## src/rtl/snt_pkg.sv

```systemverilog
// Shared types, constants and helper functions for the source nesting tracker.
// No dependencies; every other file in rtl/ uses this package.
package snt_pkg;

    // Stack and column sizing
    localparam int STACK_DEPTH = 32;
    localparam int COL_WIDTH   = 16;
    localparam int SP_WIDTH    = $clog2(STACK_DEPTH + 1);
    localparam int ADDR_WIDTH  = (STACK_DEPTH > 1) ? $clog2(STACK_DEPTH) : 1;

    // Fixed result field widths
    localparam int DEPTH_WIDTH = 8;
    localparam int PAREN_WIDTH = 6;
    localparam int CONT_WIDTH  = 16;

    typedef logic [COL_WIDTH-1:0]          t_col;
    typedef logic [SP_WIDTH-1:0]           t_sp;
    typedef logic [ADDR_WIDTH-1:0]         t_addr;
    typedef logic signed [DEPTH_WIDTH-1:0] t_depth;

    localparam t_col   COL_MAX   = {COL_WIDTH{1'b1}};
    localparam t_depth DEPTH_MAX = 8'sh7F;
    localparam t_depth DEPTH_MIN = 8'sh80;

    // Characters of interest
    localparam logic [7:0] CH_BSLASH = 8'h5C;
    localparam logic [7:0] CH_TICK   = 8'h27;
    localparam logic [7:0] CH_QUOTE  = 8'h22;
    localparam logic [7:0] CH_LBRACE = 8'h7B;
    localparam logic [7:0] CH_RBRACE = 8'h7D;
    localparam logic [7:0] CH_LPAREN = 8'h28;
    localparam logic [7:0] CH_RPAREN = 8'h29;

    // Fault codes reported with each result
    typedef enum logic [1:0] {
        ERR_NONE      = 2'd0,
        ERR_UNDERFLOW = 2'd1,
        ERR_OVERFLOW  = 2'd2,
        ERR_DEPTH     = 2'd3
    } t_err;

    // One result request
    typedef struct packed {
        t_depth                  brace_depth;
        logic [PAREN_WIDTH-1:0]  open_parens;
        logic [CONT_WIDTH-1:0]   cont_column;
        logic                    in_string;
        logic                    in_char;
        t_err                    error;
    } t_rsp;

    // Saturating increment of a column count
    function automatic t_col col_inc(input t_col a);
        return (a == COL_MAX) ? a : t_col'(a + t_col'(1));
    endfunction

    // Saturating a + b + 1
    function automatic t_col col_add_inc(input t_col a, input t_col b);
        logic [COL_WIDTH:0] s;
        s = {1'b0, a} + {1'b0, b} + (COL_WIDTH+1)'(1);
        return (s > {1'b0, COL_MAX}) ? COL_MAX : s[COL_WIDTH-1:0];
    endfunction

    // Low bits of a column value for the result field
    function automatic logic [CONT_WIDTH-1:0] col_to_cont(input t_col a);
        logic [31:0] t;
        t = 32'(a);
        return t[CONT_WIDTH-1:0];
    endfunction

    // Low bits of the stack pointer for the result field
    function automatic logic [PAREN_WIDTH-1:0] sp_to_parens(input t_sp a);
        logic [15:0] t;
        t = 16'(a);
        return t[PAREN_WIDTH-1:0];
    endfunction

endpackage

```

## src/rtl/snt_if.sv

```systemverilog
// Valid/ready channel interfaces for the character and result streams.
// Depends on snt_pkg for field widths.

interface snt_req_if;
    logic       valid;
    logic       ready;
    logic [7:0] ch;
    logic       last_in_line;

    modport source (output valid, output ch, output last_in_line, input ready);
    modport sink   (input valid, input ch, input last_in_line, output ready);
endinterface

interface snt_rsp_if;
    logic                                valid;
    logic                                ready;
    logic signed [snt_pkg::DEPTH_WIDTH-1:0] brace_depth;
    logic [snt_pkg::PAREN_WIDTH-1:0]     open_parens;
    logic [snt_pkg::CONT_WIDTH-1:0]      cont_column;
    logic                                in_string;
    logic                                in_char;
    logic [1:0]                          error;

    modport source (output valid, output brace_depth, output open_parens,
                    output cont_column, output in_string, output in_char,
                    output error, input ready);
    modport sink   (input valid, input brace_depth, input open_parens,
                    input cont_column, input in_string, input in_char,
                    input error, output ready);
endinterface

```

## src/rtl/snt_skid.sv

```systemverilog
// Output register with a skid stage for result requests.
// Depends on snt_pkg for the result struct.
module snt_skid (
    input  logic          i_clk,
    input  logic          i_rst_n,
    input  logic          i_valid,
    output logic          o_ready,
    input  snt_pkg::t_rsp i_data,
    output logic          o_valid,
    input  logic          i_ready,
    output snt_pkg::t_rsp o_data
);

    logic          r_out_valid;
    logic          r_skid_valid;
    snt_pkg::t_rsp r_out;
    snt_pkg::t_rsp r_skid;
    logic          in_fire;

    // Upstream ready is registered: only a full skid stage stalls
    assign o_ready = !r_skid_valid;
    assign in_fire = i_valid && !r_skid_valid;
    assign o_valid = r_out_valid;
    assign o_data  = r_out;

    // Control
    always_ff @(posedge i_clk) begin
        if (!i_rst_n) begin
            r_out_valid  <= 1'b0;
            r_skid_valid <= 1'b0;
        end else if (i_ready || !r_out_valid) begin
            if (r_skid_valid) begin
                r_out_valid  <= 1'b1;
                r_skid_valid <= 1'b0;
            end else begin
                r_out_valid <= in_fire;
            end
        end else if (in_fire) begin
            r_skid_valid <= 1'b1;
        end
    end

    // Payload
    always_ff @(posedge i_clk) begin
        if (i_ready || !r_out_valid) begin
            if (r_skid_valid) begin
                r_out <= r_skid;
            end else if (in_fire) begin
                r_out <= i_data;
            end
        end else if (in_fire) begin
            r_skid <= i_data;
        end
    end

endmodule

```

## src/rtl/source_nesting_tracker.sv

```systemverilog
// Source nesting tracker: quote/escape state, brace depth and paren column stack.
// Results are registered in snt_skid. Throughput: one character per cycle
// unless its skid stage is full; single-pass update, one-write one-read stack.
// Reset (synchronous, active low) clears counters, flags, columns and the stack
// pointer; stack memory contents are not cleared and are only read after a push.
// Depends on snt_pkg, snt_if and snt_skid.
module source_nesting_tracker (
    input  logic           i_clk,
    input  logic           i_rst_n,
    snt_req_if.sink        i_req,
    snt_rsp_if.source      o_rsp
);

    // Tracker state
    snt_pkg::t_depth r_depth,   n_depth;
    snt_pkg::t_sp    r_sp,      n_sp;
    snt_pkg::t_col   r_justify, n_justify;
    snt_pkg::t_col   r_base,    n_base;
    snt_pkg::t_col   r_chars,   n_chars;
    logic            r_quote,   n_quote;
    logic            r_tick,    n_tick;
    logic            r_esc,     n_esc;

    // Column stack: memory plus registered top and next-below entries
    snt_pkg::t_col   r_stack [snt_pkg::STACK_DEPTH];
    snt_pkg::t_col   r_top;
    snt_pkg::t_col   r_below;
    logic            push;
    logic            pop;
    snt_pkg::t_addr  rd_addr;
    snt_pkg::t_sp    rd_sp;

    logic            acc;
    logic            quoted;
    snt_pkg::t_err   err;
    snt_pkg::t_rsp   rsp;
    logic            skid_ready;
    snt_pkg::t_rsp   out_data;

    assign i_req.ready = skid_ready;
    assign acc         = i_req.valid && skid_ready;
    assign quoted      = r_quote || r_tick;

    // Per-character update
    always_comb begin
        n_depth   = r_depth;
        n_sp      = r_sp;
        n_justify = r_justify;
        n_base    = r_base;
        n_chars   = r_chars;
        n_quote   = r_quote;
        n_tick    = r_tick;
        n_esc     = r_esc;
        push      = 1'b0;
        pop       = 1'b0;
        err       = snt_pkg::ERR_NONE;

        if (acc) begin
            case (i_req.ch)
                snt_pkg::CH_BSLASH: begin
                    n_esc   = !r_esc;
                    n_chars = snt_pkg::col_inc(r_chars);
                end
                snt_pkg::CH_TICK: begin
                    n_chars = snt_pkg::col_inc(r_chars);
                    if (!r_esc && !r_quote) begin
                        n_tick = !r_tick;
                    end
                    n_esc = 1'b0;
                end
                snt_pkg::CH_QUOTE: begin
                    n_chars = snt_pkg::col_inc(r_chars);
                    if (!r_esc) begin
                        n_quote = !r_quote;
                    end
                    n_esc = 1'b0;
                end
                snt_pkg::CH_LBRACE, snt_pkg::CH_RBRACE: begin
                    if (!quoted) begin
                        if ((i_req.ch == snt_pkg::CH_LBRACE && r_depth == snt_pkg::DEPTH_MAX) ||
                            (i_req.ch == snt_pkg::CH_RBRACE && r_depth == snt_pkg::DEPTH_MIN))
                        begin
                            err = snt_pkg::ERR_DEPTH;
                        end else begin
                            n_depth = (i_req.ch == snt_pkg::CH_LBRACE) ?
                                      r_depth + 8'sd1 : r_depth - 8'sd1;
                            n_base  = '0;
                            n_chars = '0;
                        end
                    end else begin
                        n_chars = snt_pkg::col_inc(r_chars);
                    end
                    n_esc = 1'b0;
                end
                snt_pkg::CH_LPAREN: begin
                    if (!quoted) begin
                        if (r_sp >= snt_pkg::t_sp'(snt_pkg::STACK_DEPTH)) begin
                            err = snt_pkg::ERR_OVERFLOW;
                        end else begin
                            push    = 1'b1;
                            n_sp    = r_sp + snt_pkg::t_sp'(1);
                            n_base  = snt_pkg::col_add_inc(r_base, r_chars);
                            n_chars = '0;
                        end
                    end else begin
                        n_chars = snt_pkg::col_inc(r_chars);
                    end
                    n_esc = 1'b0;
                end
                snt_pkg::CH_RPAREN: begin
                    if (!quoted) begin
                        if (r_sp == '0) begin
                            err = snt_pkg::ERR_UNDERFLOW;
                        end else begin
                            pop     = 1'b1;
                            n_sp    = r_sp - snt_pkg::t_sp'(1);
                            n_base  = r_top;
                            n_chars = '0;
                        end
                    end else begin
                        n_chars = snt_pkg::col_inc(r_chars);
                    end
                    n_esc = 1'b0;
                end
                default: begin
                    n_chars = snt_pkg::col_inc(r_chars);
                    n_esc   = 1'b0;
                end
            endcase

            // Line end: pick the continuation column
            if (i_req.last_in_line) begin
                n_justify = (n_sp == '0) ? '0 : n_base;
                n_base    = n_justify;
                n_chars   = '0;
                n_esc     = 1'b0;
            end
        end
    end

    // State registers
    always_ff @(posedge i_clk) begin
        if (!i_rst_n) begin
            r_depth   <= '0;
            r_sp      <= '0;
            r_justify <= '0;
            r_base    <= '0;
            r_chars   <= '0;
            r_quote   <= 1'b0;
            r_tick    <= 1'b0;
            r_esc     <= 1'b0;
        end else begin
            r_depth   <= n_depth;
            r_sp      <= n_sp;
            r_justify <= n_justify;
            r_base    <= n_base;
            r_chars   <= n_chars;
            r_quote   <= n_quote;
            r_tick    <= n_tick;
            r_esc     <= n_esc;
        end
    end

    // Prefetch the entry below the new top; never the address written this cycle
    assign rd_sp   = n_sp - snt_pkg::t_sp'(2);
    assign rd_addr = rd_sp[snt_pkg::ADDR_WIDTH-1:0];

    always_ff @(posedge i_clk) begin
        if (push) begin
            r_stack[r_sp[snt_pkg::ADDR_WIDTH-1:0]] <= r_base;
        end
        r_below <= r_stack[rd_addr];
    end

    // Cached top of stack
    always_ff @(posedge i_clk) begin
        if (push) begin
            r_top <= r_base;
        end else if (pop) begin
            r_top <= r_below;
        end
    end

    // Result request, built from the updated state
    always_comb begin
        rsp.brace_depth = n_depth;
        rsp.open_parens = snt_pkg::sp_to_parens(n_sp);
        rsp.cont_column = snt_pkg::col_to_cont(n_justify);
        rsp.in_string   = n_quote;
        rsp.in_char     = n_tick;
        rsp.error       = err;
    end

    snt_skid u_skid (
        .i_clk   (i_clk),
        .i_rst_n (i_rst_n),
        .i_valid (i_req.valid),
        .o_ready (skid_ready),
        .i_data  (rsp),
        .o_valid (o_rsp.valid),
        .i_ready (o_rsp.ready),
        .o_data  (out_data)
    );

    assign o_rsp.brace_depth = out_data.brace_depth;
    assign o_rsp.open_parens = out_data.open_parens;
    assign o_rsp.cont_column = out_data.cont_column;
    assign o_rsp.in_string   = out_data.in_string;
    assign o_rsp.in_char     = out_data.in_char;
    assign o_rsp.error       = out_data.error;

endmodule
```

## src/flat_wrapper.sv

```systemverilog
// flat-port wrapper written by rule: the top's interface ports become plain ports
module source_nesting_tracker_flat 
  (i_clk, i_rst_n, i_req_valid, i_req_ch, i_req_last_in_line, i_req_ready, o_rsp_valid, o_rsp_brace_depth, o_rsp_open_parens, o_rsp_cont_column, o_rsp_in_string, o_rsp_in_char, o_rsp_error, o_rsp_ready);
  snt_req_if i_req_i ();
  snt_rsp_if o_rsp_i ();
  input  logic i_clk;
  input  logic i_rst_n;
  input wire logic [$bits(i_req_i.valid)-1:0] i_req_valid;
  input wire logic [$bits(i_req_i.ch)-1:0] i_req_ch;
  input wire logic [$bits(i_req_i.last_in_line)-1:0] i_req_last_in_line;
  output wire logic [$bits(i_req_i.ready)-1:0] i_req_ready;
  output wire logic [$bits(o_rsp_i.valid)-1:0] o_rsp_valid;
  output wire logic [$bits(o_rsp_i.brace_depth)-1:0] o_rsp_brace_depth;
  output wire logic [$bits(o_rsp_i.open_parens)-1:0] o_rsp_open_parens;
  output wire logic [$bits(o_rsp_i.cont_column)-1:0] o_rsp_cont_column;
  output wire logic [$bits(o_rsp_i.in_string)-1:0] o_rsp_in_string;
  output wire logic [$bits(o_rsp_i.in_char)-1:0] o_rsp_in_char;
  output wire logic [$bits(o_rsp_i.error)-1:0] o_rsp_error;
  input wire logic [$bits(o_rsp_i.ready)-1:0] o_rsp_ready;
  assign i_req_i.valid = i_req_valid;
  assign i_req_i.ch = i_req_ch;
  assign i_req_i.last_in_line = i_req_last_in_line;
  assign i_req_ready = i_req_i.ready;
  assign o_rsp_valid = o_rsp_i.valid;
  assign o_rsp_brace_depth = o_rsp_i.brace_depth;
  assign o_rsp_open_parens = o_rsp_i.open_parens;
  assign o_rsp_cont_column = o_rsp_i.cont_column;
  assign o_rsp_in_string = o_rsp_i.in_string;
  assign o_rsp_in_char = o_rsp_i.in_char;
  assign o_rsp_error = o_rsp_i.error;
  assign o_rsp_i.ready = o_rsp_ready;
  source_nesting_tracker u_core (.i_clk(i_clk), .i_rst_n(i_rst_n), .i_req(i_req_i), .o_rsp(o_rsp_i));
endmodule
```

## config.mk

```make
export PLATFORM = sky130hd
export DESIGN_NAME = source_nesting_tracker_flat
export DESIGN_NICKNAME = d
export VERILOG_FILES = /design/src/rtl/snt_pkg.sv /design/src/rtl/snt_if.sv /design/src/rtl/snt_skid.sv /design/src/rtl/source_nesting_tracker.sv /design/src/flat_wrapper.sv
export SDC_FILE = /design/constraint.sdc
export NUM_CORES = 1
export LEC_CHECK = 0
export ABC_AREA = 1
export BUFFER_PORTS_ARGS = -buffer_cell sky130_fd_sc_hd__clkbuf_2
export CORE_AREA = 2 2 359 361
export CTS_CLUSTER_SIZE = 12
export DETAILED_ROUTE_END_ITERATION = 10
export DIE_AREA = 0 0 361 363
export HOLD_SLACK_MARGIN = 0.02
export PLACE_DENSITY = 0.39
export SLEW_MARGIN = 20
export SYNTH_ARGS = -nofsm -noshare
export SYNTH_HDL_FRONTEND = slang
export SYNTH_HIERARCHICAL = 1
export SYNTH_SLANG_ARGS = --single-unit
```

## constraint.sdc

```tcl
create_clock -name i_clk -period 3 [get_ports i_clk]
set_input_delay 0.6 -clock i_clk [delete_from_list [all_inputs] [get_ports i_clk]]
set_output_delay 0.6 -clock i_clk [all_outputs]
set_load 0.03 [all_outputs]
```

==> flow_summary.toml <==
[status]
status = "finished clean"

[yosys]
syn_area_um2 = 31680
synth.distinct_cells = 46
yosys_warnings = 6
ys_async_sr_fraction_pct = 0
synthMuxAreaShare_pct = 0
synth_top_family_by_area = "simple AND/OR/NAND/NOR gates"
yosys.area_share.xor_xnor_pct = 0.7188
synth-simple-area-share_pct = 24.42
synth_fa_ha_area_share_pct = 1.311
synthCells = 3308
ys_seq_area_share_pct = 61.74
synth_compound_area_share_pct = 2.792
syn_area_per_cell_um2 = 9.577
ys_ff_latch = 679
synth_edf_count = 596
synth_nets = 3353
ys.flop_type = "edfxtp_1"

[layout]
final-instance-count-excl-fill = 5323
area.growth.synth_to_final_pct = 24.23
multi_input_area_um2 = 9463
final_common_cell = "nand2_1"
final_net_count = 3642
final_cell_mix = "nand2_1, edfxtp_1, nand3_1"
layout-drive-gt1-share_pct = 15.87
nFillCells = 13060
antenna_cells = 0
seqCellArea_um2 = 19580
final_util_pct = 30.98

[pwr]
ir_drop_uv = 348.5
powerDensity_nw_per_um2 = 572.7
p_leak_nw = 16.68

[flow_run]
cap_violations = 0

[sta]
finalCriticalPeriod_ns = 2.834
drv_slew = 0
worst_pin_slew_ns = 0.7393
relSlewSlack_pct = 50.71
tns_ns = 0
fin_skew_ns = 0.02522
fin_crit_sh_pct = 94.48
final-setup-viol-count = 0
max_freq_mhz = 352.8
final_hold_viol_count = 0
rsz0062_at_grt = "true"

[clocking]
cts_max_path_buffers = 3
cts_max_level = 3
cts-hold-fix-buffers = 0
clk_pin_slew_ns = 0.06
cts_sinks = 679
cts_buffers = 82
root_buffer = "clkbuf_16"
clock_latency_ns = 0.65
cts_tree = "yes"

[critical_path]
critPathMaxFanout = 16
worstReg2RegStart = "u_core/r_sp[0]$_SDFF_PN0_"
arrival_ns = 3.37
path_cells = "inv_1 > ha_1 > buf_4 > nand2_1 > xor2_1 > nand2_1 > nand3_1 > nand3_1 > o21ai_2 > inv_1 > ha_4 > inv_4 > buf_12 > buf_4 > nand3_1 > buf_4 > nand3_1 > nand2_1 > nand2_2 > nand2_1"
crit_type = "reg -> reg"
crit_buf_inv = 7
startpoint = "u_core/r_sp[0]$_SDFF_PN0_"
startpoint_type = "flop"
crit_slowest_cell = "dfxtp_1"
cp-end-kind = "flop"
critPathTopFamily = "buffers and inverters"
regToRegSetupSlack_ns = 0.17
required_ns = 3.54
cp_slowest_stage_delay_ns = 0.32

[grt]
grt_pass1_vias = 23280
antenna_found_initial = 3
grt_max_degree = 64
grt_pass1_wl_um = 161800
grt_overflow_total = 0
track_usage_pct = 16.70

[die]
core.rowCount = 131
fp.dieW_um = 361
start_util_pct = 24.94
fp.dieArea_um2 = 131000
core_area_um2 = 127000
die_h_um = 363
io_pins = 49

[detailed_routing]
vias_per_cell = 4.458
drc = 0
avgRoutedWirePerCell_um = 20.97
vias = 23730
totalWireLength_um = 111600
ant_nets = 0
drt_iter0_markers = 1662
drtPass1Iterations = 5

[hold_path]
hold_start = "o_rsp_ready"
hp-class = "in -> reg"

[placed_design]
io_buffers = 48
gp_congestion = 0.8361
dpl.hpwl_um = 72030
numPlacedInstances = 5167
## power by group
part           switching (mW)  internal (mW)  leakage (nW)
Sequential              0.127           10.3          5.57
Combinational            1.63          0.837          9.86
Clock                    4.02           5.63          1.25
## Yosys cell counts (2+ instances only)
library cell	number	share of area, %
nand2_1	820	9.7
edfxtp_1	596	56
nand3_1	595	9.4
inv_1	532	6.3
nor2_1	122	1.4
nand3b_1	98	2.3
a21oi_1	95	1.5
dfxtp_1	83	5.2
clkbuf_1	60	0.71
buf_2	59	0.93
o21ai_0	42	0.66
ha_1	30	1.2
buf_4	25	0.59
xor2_1	21	0.58
nand2_2	18	0.36
inv_2	13	0.15
nand4_1	11	0.22
nor3_1	10	0.16
buf_1	9	0.11
o211ai_1	8	0.19
o21ai_1	7	0.11
nand3_2	6	0.19
nor2_2	6	0.12
xnor2_1	5	0.14
nor4_1	4	0.079
o21bai_1	4	0.095
nor2_4	3	0.11
nor3_2	3	0.095
a21oi_2	2	0.055
buf_8	2	0.095
clkinv_1	2	0.024
fa_1	2	0.13
or2_2	2	0.039
## metrics by stage
step	area, um^2	setup WS (ns)	total power, mW	hold slack (ns)
after global placement	36470	-0.5109	13.03	0.4605
after global routing	39360	-0.01190	23.35	0.3281
after detailed placement	36470	-0.5340	13.00	0.4631
final	39360	0.1657	22.54	0.3002
after floorplan	31690	0.01069	11.71	0.4527
after CTS	39070	0.0005840	22.78	0.2614
## cell families after synthesis
kind of cell / count (synthesis)
adders and majority gates: 32
DFF: 679
AOI/OAI and AO/OA: 165
and+or+nand+nor: 1702
xor gates and xnor gates: 26
buffers and inverters: 704
## worst paths after layout
| check | endpoint | depth (start not counted) |
|---|---|---|
| setup / recovery | u_core/r_below[3]$_DFF_P_ | 20 |
| hold / removal | u_core/u_skid/r_skid_valid$_SDFFE_PP0P_ | 4 |
| setup reg to reg | u_core/r_below[3]$_DFF_P_ | 20 |
| hold reg to reg | u_core/r_justify[4]$_SDFF_PN0_ | 2 |
## layout make-up
class	instances	share of cell area (%)
multi-input cells	1925	24.04
well taps	1662	5.284
inverters	547	5.223
repair buffers	362	9.204
flip-flops and latches	679	49.75
clock inverters	29	0.5850
clock buffers	119	5.913
## repair_timing
action,CTS,global route
pin swaps,0,1
setup endpoints to repair,7,25
gates resized for setup,2,43
gates cloned,1,5
setup buffers,0,2
## flip-flops by register name, indices dropped and copies added (netlist names)
register / flops
u_core/r_chars: 16
u_core/r_stack: 512
u_core/r_top: 16
u_core/r_below: 16
u_core/r_base: 16
u_core/r_quote: 1
u_core/u_skid/o_data: 34
u_core/u_skid/r_skid: 34
u_core/r_tick: 1
u_core/r_justify: 16
u_core/r_depth: 8
u_core/r_esc: 1
u_core/r_sp: 6
u_core/u_skid/o_valid: 1
u_core/u_skid/r_skid_valid: 1
## tightest hold or removal path: cells and delay by family
kind                   cells  cell delay [ns]
and+or+nand+nor            2             0.14
buffers and inverters      2             0.15
## per-layer routing
| metal | part of all wire, % | routed length [um] | vias to the layer above | global-route usage, % |
|---|---|---|---|---|
| met5 | 0 | 0 | - | 0 |
| met4 | 2.0 | 2242 | 0 | 4.127 |
| met3 | 4.2 | 4734 | 131 | 2.113 |
| met2 | 47 | 52820 | 490 | 27.71 |
| met1 | 46 | 51840 | 11630 | 23.05 |
| li1 | - | - | 11480 | - |
Power figures use the tool's default switching activity.
